===== config.mk =====
export PLATFORM = sky130hd
export DESIGN_NAME = npcs_ram
export DESIGN_NICKNAME = d
export VERILOG_FILES = /design/src/design/npcs_ram.sv
export SDC_FILE = /design/constraint.sdc
export NUM_CORES = 2
export LEC_CHECK = 0
export BUFFER_PORTS_ARGS = -buffer_cell sky130_fd_sc_hd__buf_4
export CORE_UTILIZATION = 40
export CTS_CLUSTER_SIZE = 8
export DETAILED_ROUTE_END_ITERATION = 6
export HOLD_SLACK_MARGIN = 0.02
export PLACE_DENSITY = 0.53
export SLEW_MARGIN = 20
export SYNTH_ARGS = -nofsm -noshare
export SYNTH_HDL_FRONTEND = slang
export SYNTH_SLANG_ARGS = --single-unit

===== constraint.sdc =====
create_clock -name clk_i -period 5.1 [get_ports clk_i]
set_clock_uncertainty 0.2 [all_clocks]
set_input_delay 0 -clock clk_i [delete_from_list [all_inputs] [get_ports clk_i]]
set_output_delay 0 -clock clk_i [all_outputs]
set_load 0.05 [all_outputs]

===== src/design/npcs_ram.sv =====
// Generic simple dual-port RAM with registered read data.
module npcs_ram #(
  parameter int unsigned WIDTH = 8,
  parameter int unsigned DEPTH = 256,
  localparam int unsigned AW = (DEPTH > 1) ? $clog2(DEPTH) : 1
) (
  input  logic             clk_i,
  input  logic             we_i,
  input  logic [AW-1:0]    waddr_i,
  input  logic [WIDTH-1:0] wdata_i,
  input  logic             re_i,
  input  logic [AW-1:0]    raddr_i,
  output logic [WIDTH-1:0] rdata_o
);

  logic [WIDTH-1:0] mem [DEPTH];

  always_ff @(posedge clk_i) begin
    if (we_i) begin
      mem[waddr_i] <= wdata_i;
    end
    if (re_i) begin
      rdata_o <= mem[raddr_i];
    end
  end

endmodule


==> results by stage <==
Yosys:
- The most used flip-flop cell after synthesis is edfxtp_1.
- The number of synthesis warnings is 0.
- After synthesis, the mean cell area works out to 21.3 um2.
- The flip-flop and latch count after synthesis is 2056.
- The dominant cell type by area after synthesis is edfxtp_1.
- The share of synthesized area in the top cell type comes to 0.775.
- Synthesis produced a netlist whose cell count is 3733.
- The synthesized design contains 2056 enable-type register cells.
- The cell area after synthesis is 0.0796 mm2.
- Of the synthesized area, sequential elements account for 0.775.
- The net count after synthesis is 3760.
- Counting instances in the post-synthesis netlist gives the leading cell types as edfxtp_1 (2056), mux4_2 (454), nor2_1 (282), mux2i_1 (134), a22oi_1 (133).
- The share of flip-flops with an asynchronous set or reset is 0.
- The count of different cell masters after synthesis is 54.
- In the post-synthesis netlist, the biggest area contributors are edfxtp_1 (78%), mux4_2 (13%), mux2i_1 (1.7%).
- The most frequent cell after synthesis is edfxtp_1.

Clock tree:
- No sink is reached through more buffers than the 4 on the longest clock path.
- The number of setup buffers added after CTS is 0.
- The clock drives 2056 sinks.
- The insertion delay of the later-clocked pin in the worst-skew pair is 910 ps.
- Once the clock tree was built, the resizer swapped 0 gates to a different size.
- TritonCTS created 307 clock buffers.
- Clock tree synthesis selected as its root buffer the cell clkbuf_16.
- The clock tree synthesis step divided the H-tree into 5 levels.
- Clock-pin slew was measured on the worst setup and hold paths at 50 ps.
- TritonCTS built the clock tree.

Detailed routing:
- The remaining routing DRC violations is 0.
- The number of optimization iterations in the first detailed-route pass is 7.
- The first-iteration detailed-routing DRC count is 4349.
- Using the TritonRoute via totals, the vias-per-cell ratio works out to 5.84.
- The via count is 39200.
- Wires add up to 211000 um.
- The average routed wire per standard cell is 31.5 um.
- The residual antenna-violating net count after detailed routing is 0.

Floorplanning:
- The height of the die is 448 um.
- The I/O pin total is 35.
- The placeable core region is 0.198 mm2.
- The standard-cell row count is 163.
- The effective utilization at floorplan is 0.403.
- The die covers 0.201 mm2.
- The die outline width is 448 um.

STA:
- Setup violations remaining at the end of the flow were counted as 0.
- For the pin with the worst max-slew slack, the measured transition is 1160 ps.
- The tightest slew margin relative to the limit is 0.225.
- The setup TNS is 0 ps.
- Setup repair after global routing left no endpoint under its margin.
- The number of endpoints with negative hold slack in the final report is 1.
- In the post-route analysis, the smallest setup slack over all paths is 1520 ps.
- The worst hold slack across all endpoints is -2.46 ps.
- The highest clock rate is 279 MHz.
- For the finished layout, the period the worst path requires is 3580 ps.
- The final max-slew violation count came to 0.
- The share of the clock period used by the worst path after layout is 0.703.

Run status:
- The final reports fail on negative hold slack.
- The run finished, with violations left.

Worst setup path:
- The startpoint-to-endpoint class of the critical path is in -> reg.
- The setup slack on the worst flop-to-flop path is 1740 ps.
- Along the worst path, the maximum fanout reaches 14.
- The sort of element at the start of the critical path is an input pin.
- The arrival time at the worst endpoint is 4010 ps.
- The category of the worst setup path capture point is a flop.
- The required time of the critical path is 5520 ps.

Global routing:
- Across every metal layer, demand over resource in global routing totals 0.212.
- The maximum number of pins on one net before global-route repair is 147.
- The first-pass GRT wire length is 302000 um.
- The number of global-route vias before repair is 40100.
- The total overflow left after global routing is 0.
- The number of antenna violations at the first check in global routing is 6.

Final layout:
- The share of post-route cells with drive strength above 1 is 0.249.
- Relative to the synthesized area, the layout overhead comes to 15.4%.
- The net count reported at finish is 4077.
- For this run, the share of the core covered by cells in the final layout is 0.465.

Pwr:
- The analysis attributes to cell leakage a power of 28.5 nW.
- The total power divided by cell area is 414 mW/mm2.
- VDD sags by at most 342 uV.

Job:
- The number of maximum-capacitance constraint violations is 0.

Place:
- Buffers placed on the I/O ports in this run total 34.
- The final estimated routing congestion in global placement is 0.800.
- The HPWL after detailed placement is 126000 um.
- The setup slack at placement is 780 ps.

Min path:
- The path type of the worst min-delay path is in -> reg.
==> registers in the layout, indices dropped and copies added, names as in the netlist <==
name and cells:
rdata_o 8, mem 2048
==> power breakdown <==
group / internal, W / total (W) / leakage (nW) / switching (W)
clock: 0.0109 / 0.0175 / 3.95 / 0.00667
combinational: 0.000600 / 0.00177 / 6.11 / 0.00117
sequential: 0.0187 / 0.0187 / 18.5 / 0.0000247
==> cell type report <==
| cell class | instances | area (um2) |
|---|---|---|
| Fill cell | 16200 | 106000 |
| Sequential cell | 2056 | 61700 |
| Multi-Input combinational cell | 1442 | 16500 |
| Clock buffer | 322 | 7990 |
| Tap cell | 2640 | 3300 |
| Timing Repair Buffer | 241 | 2270 |
| Clock inverter | 5 | 35.0 |
| Inverter | 2 | 7.51 |
| Antenna cell | 2 | 5.00 |
==> kinds of logic (layout without fill, tap and decap cells) <==
family,Yosys count,count (layout),share of synthesized area
compound gates,385,385,0.0342
flops,2056,2056,0.775
mux,591,591,0.146
other cells,0,2,0
simple gates,466,466,0.0263
buf+inv,235,570,0.0183
==> per-layer routing <==
layer | wire (um) | GRT usage
met5 | 15 | 0
met2 | 99000 | 0.326
met4 | 6860 | 0.0720
met3 | 14300 | 0.0399
met1 | 91200 | 0.304
==> critical path, cell delays in order <==
cell and delay [ps]:
dlygate4sd3_1 520, buf_4 340, buf_4 340, nand2b_1 680, a211oi_1 90, a311oi_1 310, dlygate4sd3_1 590, o221ai_1 150
a211oi_1 840, nor4_1 100
==> worst paths after layout <==
check	from	endpoint	cells past startpoint
setup reg to reg	mem[35][5]	rdata_o[5]	7
hold / removal	wdata_i[5]	mem[202][5]	2
hold reg to reg	mem[41][3]	rdata_o[3]	6
setup / recovery	raddr_i[4]	rdata_o[5]	10
==> repair_timing <==
item / 4_1_cts / 5_1_grt
setup endpoints to repair: 0 / 0
hold buffers: 34 / 0
hold endpoints to repair: 2423 / 0
==> stage by stage <==
| step | total power [W] | std cells | cell area (um2) | hold slack [ps] |
|---|---|---|---|---|
| floorplan | 0.0199 | 3733 | 79600 | -101 |
| global placement | 0.0208 | 6345 | 83500 | 185 |
| detailed placement | 0.0208 | 6347 | 83500 | 188 |
| CTS | 0.0383 | 6708 | 91900 | 26.4 |
| global route | 0.0390 | 6709 | 91900 | 26.8 |
| finish | 0.0380 | 6710 | 91900 | -2.46 |
==> layout by cell type, fill, tap and decap left out, types with 4 or more instances in the layout <==
cell type / Yosys / routed
or2_2: 4 / 4
nor4_1: 24 / 22
nand3_1: 34 / 28
and2_1: 6 / 6
nand4_1: 10 / 10
mux2i_1: 134 / 134
o22a_1: 5 / 5
nand2b_1: 8 / 8
a211oi_1: 16 / 16
a22o_1: 8 / 8
nor2_1: 282 / 279
nand3_2: 0 / 6
buf_12: 8 / 24
o221ai_1: 46 / 46
mux4_2: 454 / 454
edfxtp_1: 2056 / 2056
o21ai_0: 10 / 10
o32ai_1: 4 / 4
dlygate4sd3_1: 0 / 34
nor2b_1: 31 / 28
a21oi_1: 96 / 96
a22oi_1: 133 / 133
buf_4: 27 / 173
clkbuf_16: 0 / 319
buf_8: 13 / 10
o22ai_1: 28 / 28
a221oi_1: 13 / 13
nor4_2: 3 / 5
nor3_1: 22 / 21
nand2_1: 33 / 33
o211ai_1: 10 / 10
No activity file was read; power rests on OpenSTA's default activity.
