[config.mk]
export PLATFORM = sky130hd
export DESIGN_NAME = npcs_dist
export DESIGN_NICKNAME = d
export VERILOG_FILES = /design/src/design/npcs_pkg.sv /design/src/design/npcs_dist.sv
export SDC_FILE = /design/constraint.sdc
export NUM_CORES = 1
export LEC_CHECK = 0
export ABC_AREA = 1
export BUFFER_PORTS_ARGS = -buffer_cell sky130_fd_sc_hd__buf_2
export CAP_MARGIN = 20
export CORE_ASPECT_RATIO = 1.1
export CORE_UTILIZATION = 63
export CTS_CLUSTER_SIZE = 10
export DETAILED_ROUTE_END_ITERATION = 7
export PLACE_DENSITY = 0.92
export SLEW_MARGIN = 25
export SYNTH_ARGS = -nofsm -noshare
export SYNTH_HDL_FRONTEND = slang
export SYNTH_SLANG_ARGS = --single-unit
[constraint.sdc]
create_clock -name clk_i -period 2.4 [get_ports clk_i]
set_input_delay 0.36 -clock clk_i [delete_from_list [all_inputs] [get_ports clk_i]]
set_output_delay 0.36 -clock clk_i [all_outputs]
set_load 0.02 [all_outputs]
[src/design/npcs_pkg.sv]
// Shared types, widths and helpers for the nearest palette colour search.
package npcs_pkg;

  localparam int unsigned PAL_ENTRIES_DEF = 256;
  localparam int unsigned IDX_W           = 8;
  localparam int unsigned COMP_W          = 8;
  localparam int unsigned ENTRY_W         = 3 * COMP_W;
  localparam int unsigned QCOLOR_W        = 15;
  localparam int unsigned QCOMP_W         = 5;
  localparam int unsigned SQ_W            = 2 * COMP_W;
  localparam int unsigned DIST_W          = 18;

  localparam logic MODE_LOAD  = 1'b0;
  localparam logic MODE_QUERY = 1'b1;

  typedef struct packed {
    logic              vld;
    logic [IDX_W-1:0]  idx;
    logic [DIST_W-1:0] sq_dist;
  } dist_t;

  // Widen a 5-bit component to 8 bits as value*8+4.
  function automatic logic [COMP_W-1:0] widen(input logic [QCOMP_W-1:0] v);
    return {v, 3'b100};
  endfunction

endpackage

[src/design/npcs_dist.sv]
// Two-stage squared-distance unit: per-component squares, then their sum.
module npcs_dist
  import npcs_pkg::*;
#(
  parameter int unsigned AW = 8
) (
  input  logic               clk_i,
  input  logic               rst_ni,
  input  logic [COMP_W-1:0]  qr_i,
  input  logic [COMP_W-1:0]  qg_i,
  input  logic [COMP_W-1:0]  qb_i,
  input  logic               rd_vld_i,
  input  logic [AW-1:0]      rd_idx_i,
  input  logic [ENTRY_W-1:0] rdata_i,
  output dist_t              dist_o
);

  logic [COMP_W-1:0] dr, dg, db;
  logic [SQ_W-1:0]   sqr_q, sqg_q, sqb_q;
  logic              s1_vld_q;
  logic [AW-1:0]     s1_idx_q;
  logic              dist_vld_q;
  logic [IDX_W-1:0]  dist_idx_q;
  logic [DIST_W-1:0] dist_sq_q;

  function automatic logic [COMP_W-1:0] absdiff(input logic [COMP_W-1:0] a,
                                                input logic [COMP_W-1:0] b);
    return (a >= b) ? (a - b) : (b - a);
  endfunction

  assign dr = absdiff(qr_i, rdata_i[3*COMP_W-1:2*COMP_W]);
  assign dg = absdiff(qg_i, rdata_i[2*COMP_W-1:COMP_W]);
  assign db = absdiff(qb_i, rdata_i[COMP_W-1:0]);

  always_ff @(posedge clk_i or negedge rst_ni) begin
    if (!rst_ni) begin
      s1_vld_q   <= 1'b0;
      dist_vld_q <= 1'b0;
    end else begin
      s1_vld_q   <= rd_vld_i;
      dist_vld_q <= s1_vld_q;
    end
  end

  always_ff @(posedge clk_i) begin
    sqr_q      <= SQ_W'(dr) * SQ_W'(dr);
    sqg_q      <= SQ_W'(dg) * SQ_W'(dg);
    sqb_q      <= SQ_W'(db) * SQ_W'(db);
    s1_idx_q   <= rd_idx_i;
    dist_idx_q <= IDX_W'(s1_idx_q);
    dist_sq_q  <= DIST_W'(sqr_q) + DIST_W'(sqg_q) + DIST_W'(sqb_q);
  end

  assign dist_o = {dist_vld_q, dist_idx_q, dist_sq_q};

endmodule

==> results of run 1 <==
[synthesized netlist by cell type (all sizes together), types with 6 or more instances]
cell,instances
nor2,127
nand4,10
xnor2,21
nand2,339
buf,7
a21boi,6
ha,149
xor2,43
a21oi,59
nand3,64
o21ai,24
fa,97
inv,311
o21bai,16
dfxtp,79
[stage by stage]
stage,area (µm²),TNS [ns],setup WS (ns),utilization (%),hold WS [ns]
global placement,13380,-87.09,-2.625,84.41,0.1431
floorplan,11060,-74.02,-2.468,-,0.06441
detailed placement,13380,-95.59,-2.936,84.41,0.1481
[cells by family after synthesis]
logic type | after synthesis | share of synthesized area [%]
xor gates and xnor gates | 64 | 5.422
and+or+nand+nor | 548 | 23.15
buffers and inverters | 318 | 11.93
DFF | 81 | 15.78
AOI/OAI and AO/OA | 118 | 6.862
other | 1 | 0.03627
adders and majority gates | 246 | 36.81
==> impl_results.md, run 1 <==
- Post-CTS setup-driven buffer insertion count: 47
- DPL Wire Length: 26.27 mm
- Async set-reset flop share out of synthesis: approximately 2.5%
- Total number of H-tree levels: 3
- Per-instance average area after synthesis: around 7.5 µm²
- Die boundary height: around 140 µm
- Number of sinks handled by clock tree synthesis: 81
- Die width: 124.1 µm
- CTS Buffer Depth: 2
- TritonCTS Buffers: 9
- Cts-stage hold buffer count: 1
- Number of cells produced by synthesis: around 1400
- Last stage the flow got to: clock tree synthesis
- Run status: did not finish
- RD Place Congestion: about 0.95
- Placement row count: between 40 and 50
- Placed cell count: around 1900
- Clock tree root buffer cell: sky130_fd_sc_hd__clkbuf_16
- Fraction of the yosys area taken by sequential cells: 15.78%
- Number of unique standard cell types used by synthesis: 39
- PortBufs: 85
- Synth top area share: about a fifth
- Primary flip-flop cell chosen by synthesis mapping: sky130_fd_sc_hd__dfxtp_1
- Synthesis-stage register bit count: approximately 80
- Post-synth EDFFs: 0
- Tool error message: [ERROR DPL-0033] detailed placement checks failed during check placement.
- Count of cells resized by post-cts repair: about 320
- Synth Warn #: 0
- Biggest area contributors in the synthesized netlist: sky130_fd_sc_hd__fa_1 19%, sky130_fd_sc_hd__ha_1 18%, sky130_fd_sc_hd__dfxtp_1 15%
- Cell taking the most area after synthesis: sky130_fd_sc_hd__fa_1
- Starting utilization of the core area: between 60% and 70%
- Io pins: 86
- Netlist area before placement: just over 10000 µm²
==> run 2, diff against run 1 <==
--- a/config.mk
+++ b/config.mk
@@ -8,11 +8,9 @@
 export ABC_AREA = 1
 export BUFFER_PORTS_ARGS = -buffer_cell sky130_fd_sc_hd__buf_2
 export CAP_MARGIN = 20
-export CORE_ASPECT_RATIO = 1.1
-export CORE_UTILIZATION = 63
-export CTS_CLUSTER_SIZE = 10
+export CORE_UTILIZATION = 40
 export DETAILED_ROUTE_END_ITERATION = 7
-export PLACE_DENSITY = 0.92
+export PLACE_DENSITY_LB_ADDON = 0.15
 export SLEW_MARGIN = 25
 export SYNTH_ARGS = -nofsm -noshare
 export SYNTH_HDL_FRONTEND = slang
==> run 2 against run 1 <==
The flow now finishes, with violations (setup timing). Area after synthesis stayed put. Synthesized cell count stayed put.
==> impl_results.md, run 2 <==
- Layout cells sized above 1: ~42%
- Violated checks: setup timing
- Ratio of final minimum period to clock period: 194.9%
- Max-capacitance violation count: 0
- Pin count of the biggest net entering global routing: 15
- Clock-pin slew of the registers on the worst-case setup and hold paths: 0.06 ns
- Biggest area contributors in the synthesized netlist: sky130_fd_sc_hd__fa_1 19%, sky130_fd_sc_hd__ha_1 18%, sky130_fd_sc_hd__dfxtp_1 15%
- Number of nets with antenna violations after routing: 0
- Critical Path RT: 2.64 ns
- Remaining routing DRC violations: 0
- Post-synth EDFFs: 0
- Most frequent standard cell in the layout excluding fill and tap cells: sky130_fd_sc_hd__inv_1
- Filler cell count in the final layout: 2225
- Placement row count: slightly below 60
- Die boundary height: 162.8 µm
- Netlist area before placement: roughly 10000 µm²
- Multiplexer area fraction after synthesis: 0%
- Worst Path Class, Setup: in -> reg
- Worst hold margin: approximately 0.13 ns
- Starting utilization of the core area: between 40% and 50%
- Number of antenna violations at the first check in global routing: 0
- Final instance count without filler cells: approximately 2100
- Vias post-DR: 9519
- Cell taking the most area after synthesis: sky130_fd_sc_hd__fa_1
- Post-synth top cells: 312 x sky130_fd_sc_hd__nand2_1, 301 x sky130_fd_sc_hd__inv_1, 149 x sky130_fd_sc_hd__ha_1
- Worst r2r dst: dist_sq_q[17]
- Worst-path maximum fanout: 5
- PortBufs: 85
- Via count of the first global-routing pass: about 9500
- Type of element launching the critical path: input port
- Area fraction in compound gates after synthesis: around 6.9%
- Area delta synth->final: 51.74%
- Dpl cell area: approximately 14000 µm²
- Crit path to: sqr_q[10]
- Die width: 162.8 µm
- TritonCTS clock tree: yes
- All-Layer GR Usage: around a fifth
- Detailed-route wire length: 24.26 mm
- Per-instance average area after synthesis: between 7 and 8 µm²
- Clock Latency Late Sink: around 0.33 ns
- Most flops, register: dist_sq_q
- Synth Warn #: 0
- Io pins: 86
- Startpoint of the worst-slack reg-to-reg timing path: sqg_q[4]
- Type of the worst min-delay path: in -> reg
- Arrival time at the worst endpoint: ~5 ns
- Number of pins exceeding their max-slew limit in the final report: 0
- Global-route wire length before repair: roughly 41 mm
- Flip-flop count of the largest register, all copies and words added: 18
- DPL Wire Length: ~20 mm
- First-pass DRT Iterations: 5
- Final global-route overflow total: 0
- Number of sinks handled by clock tree synthesis: between 80 and 90
- Primary flip-flop cell chosen by synthesis mapping: sky130_fd_sc_hd__dfxtp_1
- RD Place Congestion: approximately 0.87
- Average wire per cell in the routed design: about 12 µm
- Total number of H-tree levels: 3
- Most frequently used cell type in the post-synthesis netlist: sky130_fd_sc_hd__nand2_1
- Internal reg-to-reg setup slack: 0.19 ns
- Post-route cell area: between 15000 and 20000 µm²
- Cells on worst reg2reg path: 10
- Commonest non-fill, non-tap cells in the layout: 250 x sky130_fd_sc_hd__inv_1, 238 x sky130_fd_sc_hd__nand2_1, 234 x sky130_fd_sc_hd__buf_4, 105 x sky130_fd_sc_hd__ha_1
- Placeable core region: ~25000 µm²
- Synth top area share: between 10% and 20%
- Run status: finished with violations
- Area fraction in and, or, nand and nor cells after synthesis: 23.15%
- Clk_skew: about 0.006 ns
- TritonCTS Buffers: 9
- Async set-reset flop share out of synthesis: between 2 and 2.5%
- Number of cells produced by synthesis: around 1400
- Synthesis-stage register bit count: a little over 80
- Kind of end point of the critical path: flop
- Placed cell count: 2027
- Fraction of the mapped netlist area in adder cells: a little under two fifths
- Dominant combinational cell family by area after synthesis: adder cells
- Setup repair after global routing missed its margin: true
- Setup slack of the critical path after layout: -2.277 ns
- # diodes: 0
- Fraction of the yosys area taken by sequential cells: between 10% and 20%
- CTS Buffer Depth: 2
- Crit. Startpoint: qr_i[0]
- Finish-stage setup viols: 39
- Number of unique standard cell types used by synthesis: 39
- Avg Vias per Cell: roughly 4.6
- Clock tree root buffer cell: sky130_fd_sc_hd__clkbuf_16
- Post-layout min period: between 4 and 5 ns
- Post-Route Setup TNS: -72.68 ns
- Final net count: 2061
- Area of the die: approximately 26000 µm²
- Parity-gate share of the synthesized area counting xor and xnor cells: around 5.4%
- Initial DRC count: approximately 250
- Max Fclk: around 210 MHz
- Final Hold Fails: 0
run 2: cells by family after synthesis:
| family | count (synthesis) |
|---|---|
| AO/OA/AOI/OAI | 118 |
| XOR/XNOR | 64 |
| adder cells (fa/ha/maj) | 246 |
| buffers and inverters | 318 |
| flip-flops | 81 |
| other | 1 |
| AND/OR/NAND/NOR | 548 |
run 2: area by class of cell:
type                            count  area, µm²  share of cell area, %
Timing Repair Buffer              373       2860                  18.23
Sequential cell                    81       1632                  10.40
Tap cell                          330      412.9                  2.632
Multi-Input combinational cell    980       9233                  58.85
Inverter                          311       1230                  7.840
Clock inverter                      6      91.34                 0.5822
Clock buffer                       10      229.0                  1.460
run 2: worst min path at each step:
stage / slack, ns / cells past startpoint / end / start
6_report: 0.13 / 1 / s1_idx_q[6] / rd_idx_i[6]
5_1_grt: 0.11 / 1 / s1_idx_q[4] / rd_idx_i[4]
4_1_cts: 0.11 / 1 / s1_idx_q[6] / rd_idx_i[6]
3_5_place_dp: 0.15 / 1 / dist_vld_q / rst_ni
3_3_place_gp: 0.14 / 1 / s1_vld_q / rst_ni
2_1_floorplan: 0.06 / 0 / dist_vld_q / rst_ni
run 2: through the flow:
step                      setup WS [ns]  util (%)
after floorplan                  -2.468         -
after global placement           -2.664     54.10
after detailed placement         -2.761     54.10
after global routing             -2.525     62.12
final                            -2.277     62.12
after CTS                        -2.325     59.48
run 2: per-layer routing:
metal	GRT usage, %	share of wire, %	vias to the layer above
li1	-	-	4960
met3	1.833	2.5	12
met2	33.66	49	131
met5	0	0	-
met1	24.96	48	4416
met4	2.082	0.52	0
run 2: worst max-delay path: stages:
cell and delay [ns]:
sky130_fd_sc_hd__buf_12 0.11, sky130_fd_sc_hd__inv_12 0.04, sky130_fd_sc_hd__ha_4 0.11, sky130_fd_sc_hd__inv_2 0.03, sky130_fd_sc_hd__fa_2 0.34, sky130_fd_sc_hd__nand3_2 0.07, sky130_fd_sc_hd__nand3_2 0.07, sky130_fd_sc_hd__nand2_2 0.09
sky130_fd_sc_hd__nand3_4 0.15, sky130_fd_sc_hd__buf_12 0.17, sky130_fd_sc_hd__o21ai_4 0.14, sky130_fd_sc_hd__inv_2 0.07, sky130_fd_sc_hd__nor2_4 0.12, sky130_fd_sc_hd__fa_1 0.46, sky130_fd_sc_hd__fa_1 0.57, sky130_fd_sc_hd__inv_2 0.05
sky130_fd_sc_hd__fa_2 0.45, sky130_fd_sc_hd__fa_1 0.50, sky130_fd_sc_hd__inv_2 0.04, sky130_fd_sc_hd__ha_4 0.28, sky130_fd_sc_hd__buf_6 0.12, sky130_fd_sc_hd__nand2_8 0.06, sky130_fd_sc_hd__o21ai_2 0.15, sky130_fd_sc_hd__buf_4 0.13
sky130_fd_sc_hd__a21oi_2 0.03, sky130_fd_sc_hd__xnor2_1 0.20
run 2: repair_timing:
action                                  4_1_cts  5_1_grt
cloned                                        1        0
resized for setup                           184      110
hold buffers                                  1        0
setup buffers                                28       20
endpoints found under the setup margin       39       39
endpoints found under the hold margin         2        0
pin swaps                                   130       74
Power of run 2 is not shown: default switching activity piles up to over one toggle a cycle in this logic, so the estimate is an artifact.
